### src/rtl/hcbg_pkg.sv
`default_nettype none
package hcbg_pkg;

   localparam int MaxRequestBytes = 64;
   localparam int SeedWords       = 8;
   localparam int CsrIndexWidth   = 3;
   localparam int CsrDataWidth    = 64;
   localparam int ReqBytesWidth   = 7;
   localparam int CmdDepth        = 2;

   typedef logic [63:0] word_type;
   typedef logic [511:0] chain_type;

   typedef struct packed {
      logic                     reload;
      logic [ReqBytesWidth-1:0] count;
   } cmd_type;

   typedef enum logic [1:0] {
      ST_IDLE,
      ST_ROUND,
      ST_FINAL,
      ST_EMIT
   } state_type;

   function automatic word_type round_k(input logic [6:0] i);
      word_type k;
      case (i)
         7'd0: k = 64'h428a2f98d728ae22;  7'd1: k = 64'h7137449123ef65cd;
         7'd2: k = 64'hb5c0fbcfec4d3b2f;  7'd3: k = 64'he9b5dba58189dbbc;
         7'd4: k = 64'h3956c25bf348b538;  7'd5: k = 64'h59f111f1b605d019;
         7'd6: k = 64'h923f82a4af194f9b;  7'd7: k = 64'hab1c5ed5da6d8118;
         7'd8: k = 64'hd807aa98a3030242;  7'd9: k = 64'h12835b0145706fbe;
         7'd10: k = 64'h243185be4ee4b28c; 7'd11: k = 64'h550c7dc3d5ffb4e2;
         7'd12: k = 64'h72be5d74f27b896f; 7'd13: k = 64'h80deb1fe3b1696b1;
         7'd14: k = 64'h9bdc06a725c71235; 7'd15: k = 64'hc19bf174cf692694;
         7'd16: k = 64'he49b69c19ef14ad2; 7'd17: k = 64'hefbe4786384f25e3;
         7'd18: k = 64'h0fc19dc68b8cd5b5; 7'd19: k = 64'h240ca1cc77ac9c65;
         7'd20: k = 64'h2de92c6f592b0275; 7'd21: k = 64'h4a7484aa6ea6e483;
         7'd22: k = 64'h5cb0a9dcbd41fbd4; 7'd23: k = 64'h76f988da831153b5;
         7'd24: k = 64'h983e5152ee66dfab; 7'd25: k = 64'ha831c66d2db43210;
         7'd26: k = 64'hb00327c898fb213f; 7'd27: k = 64'hbf597fc7beef0ee4;
         7'd28: k = 64'hc6e00bf33da88fc2; 7'd29: k = 64'hd5a79147930aa725;
         7'd30: k = 64'h06ca6351e003826f; 7'd31: k = 64'h142929670a0e6e70;
         7'd32: k = 64'h27b70a8546d22ffc; 7'd33: k = 64'h2e1b21385c26c926;
         7'd34: k = 64'h4d2c6dfc5ac42aed; 7'd35: k = 64'h53380d139d95b3df;
         7'd36: k = 64'h650a73548baf63de; 7'd37: k = 64'h766a0abb3c77b2a8;
         7'd38: k = 64'h81c2c92e47edaee6; 7'd39: k = 64'h92722c851482353b;
         7'd40: k = 64'ha2bfe8a14cf10364; 7'd41: k = 64'ha81a664bbc423001;
         7'd42: k = 64'hc24b8b70d0f89791; 7'd43: k = 64'hc76c51a30654be30;
         7'd44: k = 64'hd192e819d6ef5218; 7'd45: k = 64'hd69906245565a910;
         7'd46: k = 64'hf40e35855771202a; 7'd47: k = 64'h106aa07032bbd1b8;
         7'd48: k = 64'h19a4c116b8d2d0c8; 7'd49: k = 64'h1e376c085141ab53;
         7'd50: k = 64'h2748774cdf8eeb99; 7'd51: k = 64'h34b0bcb5e19b48a8;
         7'd52: k = 64'h391c0cb3c5c95a63; 7'd53: k = 64'h4ed8aa4ae3418acb;
         7'd54: k = 64'h5b9cca4f7763e373; 7'd55: k = 64'h682e6ff3d6b2b8a3;
         7'd56: k = 64'h748f82ee5defb2fc; 7'd57: k = 64'h78a5636f43172f60;
         7'd58: k = 64'h84c87814a1f0ab72; 7'd59: k = 64'h8cc702081a6439ec;
         7'd60: k = 64'h90befffa23631e28; 7'd61: k = 64'ha4506cebde82bde9;
         7'd62: k = 64'hbef9a3f7b2c67915; 7'd63: k = 64'hc67178f2e372532b;
         7'd64: k = 64'hca273eceea26619c; 7'd65: k = 64'hd186b8c721c0c207;
         7'd66: k = 64'heada7dd6cde0eb1e; 7'd67: k = 64'hf57d4f7fee6ed178;
         7'd68: k = 64'h06f067aa72176fba; 7'd69: k = 64'h0a637dc5a2c898a6;
         7'd70: k = 64'h113f9804bef90dae; 7'd71: k = 64'h1b710b35131c471b;
         7'd72: k = 64'h28db77f523047d84; 7'd73: k = 64'h32caab7b40c72493;
         7'd74: k = 64'h3c9ebe0a15c9bebc; 7'd75: k = 64'h431d67c49c100d4c;
         7'd76: k = 64'h4cc5d4becb3e42b6; 7'd77: k = 64'h597f299cfc657e2a;
         7'd78: k = 64'h5fcb6fab3ad6faec; 7'd79: k = 64'h6c44198c4a475817;
         default: k = '0;
      endcase
      return k;
   endfunction

   localparam chain_type InitH = {
      64'h6a09e667f3bcc908, 64'hbb67ae8584caa73b, 64'h3c6ef372fe94f82b,
      64'ha54ff53a5f1d36f1, 64'h510e527fade682d1, 64'h9b05688c2b3e6c1f,
      64'h1f83d9abfb41bd6b, 64'h5be0cd19137e2179};

   function automatic word_type rotr(input word_type x, input int n);
      return (x >> n) | (x << (64 - n));
   endfunction

endpackage
`default_nettype wire

### src/rtl/hcbg_front.sv
`default_nettype none
// Accepts requests, saturates the count, queues them for the back end.
module hcbg_front #(
   parameter int MAX_REQUEST_BYTES = hcbg_pkg::MaxRequestBytes
) (
   input  wire logic                                 clock,
   input  wire logic                                 reset,
   input  wire logic                                 push,
   output logic                                      full,
   input  wire logic                                 req_reload_seed,
   input  wire logic [hcbg_pkg::ReqBytesWidth-1:0]   req_request_bytes,
   output logic                                      cmd_valid,
   output hcbg_pkg::cmd_type                         cmd,
   input  wire logic                                 cmd_take
);
   localparam logic [hcbg_pkg::ReqBytesWidth-1:0] MaxCount =
      hcbg_pkg::ReqBytesWidth'(MAX_REQUEST_BYTES);

   hcbg_pkg::cmd_type q_ff [hcbg_pkg::CmdDepth];
   hcbg_pkg::cmd_type entry;
   logic       wr_ptr_ff, wr_ptr_in, rd_ptr_ff, rd_ptr_in;
   logic [1:0] cnt_ff, cnt_in;
   logic       do_push, do_pop;

   always_comb begin
      entry.reload = req_reload_seed;
      entry.count  = (req_request_bytes > MaxCount) ? MaxCount : req_request_bytes;
   end

   assign full      = (cnt_ff == 2'd2);
   assign cmd_valid = (cnt_ff != 2'd0);
   assign cmd       = q_ff[rd_ptr_ff];
   assign do_push   = push && !full;
   assign do_pop    = cmd_take && cmd_valid;

   always_comb begin
      wr_ptr_in = do_push ? !wr_ptr_ff : wr_ptr_ff;
      rd_ptr_in = do_pop ? !rd_ptr_ff : rd_ptr_ff;
      cnt_in    = cnt_ff + {1'b0, do_push} - {1'b0, do_pop};
   end

   always_ff @(posedge clock) begin
      if (do_push) begin
         q_ff[wr_ptr_ff] <= entry;
      end
      if (reset) begin
         wr_ptr_ff <= 1'b0;
         rd_ptr_ff <= 1'b0;
         cnt_ff    <= 2'd0;
      end else begin
         wr_ptr_ff <= wr_ptr_in;
         rd_ptr_ff <= rd_ptr_in;
         cnt_ff    <= cnt_in;
      end
   end

   a_no_overflow: assert property (@(posedge clock) disable iff (reset)
      full |-> cnt_ff == 2'd2) else $error("queue count bad");
   a_count_track: assert property (@(posedge clock) disable iff (reset)
      (do_push && !do_pop) |=> cnt_ff == $past(cnt_ff) + 2'd1)
      else $error("push lost");
   a_sat: assert property (@(posedge clock) disable iff (reset)
      cmd_valid |-> cmd.count <= MaxCount) else $error("count not saturated");
endmodule
`default_nettype wire

### config.mk
export PLATFORM = sky130hd
export DESIGN_NAME = hcbg_front
export DESIGN_NICKNAME = d
export VERILOG_FILES = /design/src/rtl/hcbg_pkg.sv /design/src/rtl/hcbg_front.sv
export SDC_FILE = /design/constraint.sdc
export NUM_CORES = 1
export LEC_CHECK = 0
export ABC_AREA = 1
export CORE_MARGIN = 4
export CORE_UTILIZATION = 50
export DETAILED_ROUTE_END_ITERATION = 12
export DONT_BUFFER_PORTS = 1
export GPL_ROUTABILITY_DRIVEN = 1
export PLACE_DENSITY = 0.74
export SLEW_MARGIN = 5
export SYNTH_ARGS = -nofsm -noshare
export SYNTH_HDL_FRONTEND = slang
export SYNTH_SLANG_ARGS = --single-unit
### constraint.sdc
create_clock -name clock -period 2.4 [get_ports clock]
set_input_delay 0.12 -clock clock [delete_from_list [all_inputs] [get_ports clock]]
set_output_delay 0.12 -clock clock [all_outputs]
set_load 0.1 [all_outputs]
==> qor.csv <==
stage,metric,value,unit
critical_path,crit_path_start_kind,register,
routing,drt-wirelength-per-cell,13.18,um
critical_path,cpPeakStageDelay,0.36,ns
floorplanning,num_rows,15,
synth,synth_edf_count,16,
critical_path,endpoint_kind,register,
finish,multiInputGateArea,279.0,sq um
routing,num_vias,562,
floorplanning,ioPinCount,22,
sta,finalCriticalPeriod,1.577,ns
cts,cts_sinks,21,
worst_hold_path,hold_end,wr_ptr_ff,
floorplanning,start_util,53.55,%
critical_path,slowest_stage,dfxtp_1,
grt,grt_pass1_vias,572,
sta,finClkSkew,0.003386,ns
sta,relSlewSlack,45.20,%
cts,cts_tree,built,
floorplanning,die_x,51.24,um
sta,finalCritPeriodShare,65.69,%
place,gp_congestion,0.6967,
finish,drive_gt1_share,15.73,%
critical_path,required,2.61,ns
synth,synth_top_area_cell,edfxtp_1,
critical_path,r2r-end,cnt_ff[1],
place,dpl.hpwl,1058,um
cts,htree_levels,1,
cts,root_buffer,clkbuf_4,
critical_path,path_delay_family,adder cells,
synth,netlist.area_leader.share,51.41,%
worst_hold_path,worstHoldPathCells,2,
critical_path,cp_cell_sequence,inv_1 -> nand2_1 -> nand2_1 -> ha_1 -> inv_1 -> ha_1 -> inv_1 -> nand2_1 -> a21oi_1 -> nor2_1,
floorplanning,coreArea,1745,sq um
critical_path,crit_type,reg -> reg,
worst_hold_path,hold_start,push,
floorplanning,die_h,51.24,um
place,port_buffers,0,
grt,grt_pass1_wl,2477,um
critical_path,r2r_cells,10,
finish,area_delta_synth_final,10.84,%
synth,synthArstFlopShare,0,%
sta,setup_viol,0,
sta,report.final.slew_viol_count,0,
cts,cts_buffers,3,
critical_path,worst-path-buf-inv,3,
outcome,outcome,"finished, final reports clean",
synth,syn_nets,95,
synth,syn_area,934.6,sq um
grt,grt_overflow_total,0,
synth,ys_seq_area_share,62.12,%
place,place_area,958.4,sq um
sta,setup_tns,0,ns
sta,worstMarginPinSlew,0.8210,ns
routing,wirelength,1502,um
cts,clkSlewWorstSetupHoldPaths,0.10,ns
synth,ys_seq_elements,21,
grt,grt_antenna_before_repair,0,
finish,layout.nets,104,
critical_path,rrSetupSlack,0.82,ns
synth,synth_cells,81,
synth,synth_commonest_cells,"edfxtp_1, inv_1, nor2_1, mux2_4, nand2_1",
place,dp_slack,0.8505,ns
cts,postCtsSetupBuffers,0,
grt,grt_max_degree,13,
sta,rsz0062_at_grt,no,
routing,drt-pass1-iter-count,4,
sta,fmax,0.6343,GHz
routing,ant_nets,0,
cts,max-clock-path-buffers,2,
critical_path,r2r_start,cnt_ff[0],
floorplanning,die_area,2625,sq um
finish,final_area,1036,sq um
cts,clk_latency,0.30,ns
synth,synthDistinctLibCells,12,
sta,setup_slack,0.8234,ns
finish,diodes,0,
critical_path,critical_path.max_fanout,4,
grt,grt_usage,13.52,%
routing,drt_iter0_markers,11,
sta,hold_violations,0,
synth,ys.flop_type,edfxtp_1,
synth,synth.area.top_cells,"edfxtp_1, mux2_4, dfxtp_1, inv_1, nor2_1",
finish,fillers,150,
flow_run,maxCapViolCount,0,
finish,seq_area,580.6,sq um
routing,routed_via_density,4.930,
worst_hold_path,min-delay-path-class,in -> reg,
finish,fin_util,59.35,%
routing,drc,0,
critical_path,worst_ep_arrival_time,1.78,ns
synth,synth.avg_cell_area,11.54,sq um
synth,yosysWarnings,0,
[through the flow]
step	hold WS (ns)	cells
3_5_place_dp	0.1962	105
4_1_cts	0.002894	113
2_1_floorplan	0.1912	81
3_3_place_gp	0.1930	105
5_1_grt	0.005927	114
6_report	0.01191	114
[repair_timing]
item / CTS / global route
hold buffers: 4 / 1
resized for setup: 0 / 0
hold endpoints to repair: 8 / 2
[worst register-to-register path, stage by stage, from the launching register on]
cell and delay [ns]:
dfxtp_1 0.36, inv_1 0.06, nand2_1 0.12, nand2_1 0.09
ha_1 0.29, inv_1 0.04, ha_1 0.18, inv_1 0.05
nand2_1 0.06, a21oi_1 0.16, nor2_1 0.06
[kinds of logic (layout without fill, tap and decap cells)]
logic type	after synthesis	in the layout	share of synthesized area [%]
compound gates	5	5	2.677
buf+inv	18	26	8.032
simple gates	27	27	11.65
mux	8	8	12.85
flops	21	21	62.12
fa+ha+maj	2	2	2.677
[layer usage]
metal	routed length, um	vias to the layer above	global-route usage [%]
li1	-	278	-
met1	569	260	13.51
met2	761	19	22.32
met3	136	5	7.289
met4	35	0	7.424
met5	0	-	0
[sequential cells by signal, indices dropped and copies added (netlist names), named ones only]
name and flops:
q_ff 16, cnt_ff 2, rd_ptr_ff 1, wr_ptr_ff 1
[layout by cell type, fill, tap and decap left out]
master	count
ha_1	2
buf_4	1
dfxtp_1	5
nor2_1	14
a21oi_1	5
nand3_1	4
clkinv_2	1
edfxtp_1	16
nand2_1	8
inv_1	16
dlygate4sd3_1	5
mux2_4	8
nor2_2	1
clkbuf_4	3
[how the worst max path moves through the flow]
stage / slack (ns) / from / cells past startpoint / end
5_1_grt: 0.69 / cnt_ff[0] / 10 / cnt_ff[1]
2_1_floorplan: 0.96 / cnt_ff[1] / 5 / register
6_report: 0.82 / cnt_ff[0] / 10 / cnt_ff[1]
3_5_place_dp: 0.85 / cnt_ff[0] / 10 / cnt_ff[1]
3_3_place_gp: 0.93 / cnt_ff[0] / 10 / cnt_ff[1]
4_1_cts: 0.81 / register / 1 / cmd[0]
[cell type report]
class	count	area share, %
repair buffers	6	5.556
clock inverters	1	0.4831
multi-input cells	42	26.93
well taps	25	3.019
flip-flops and latches	21	56.04
inverters	16	5.797
clock buffers	3	2.174
Power is not shown: default switching activity piles up to over one toggle a cycle in this logic, so the estimate is an artifact.
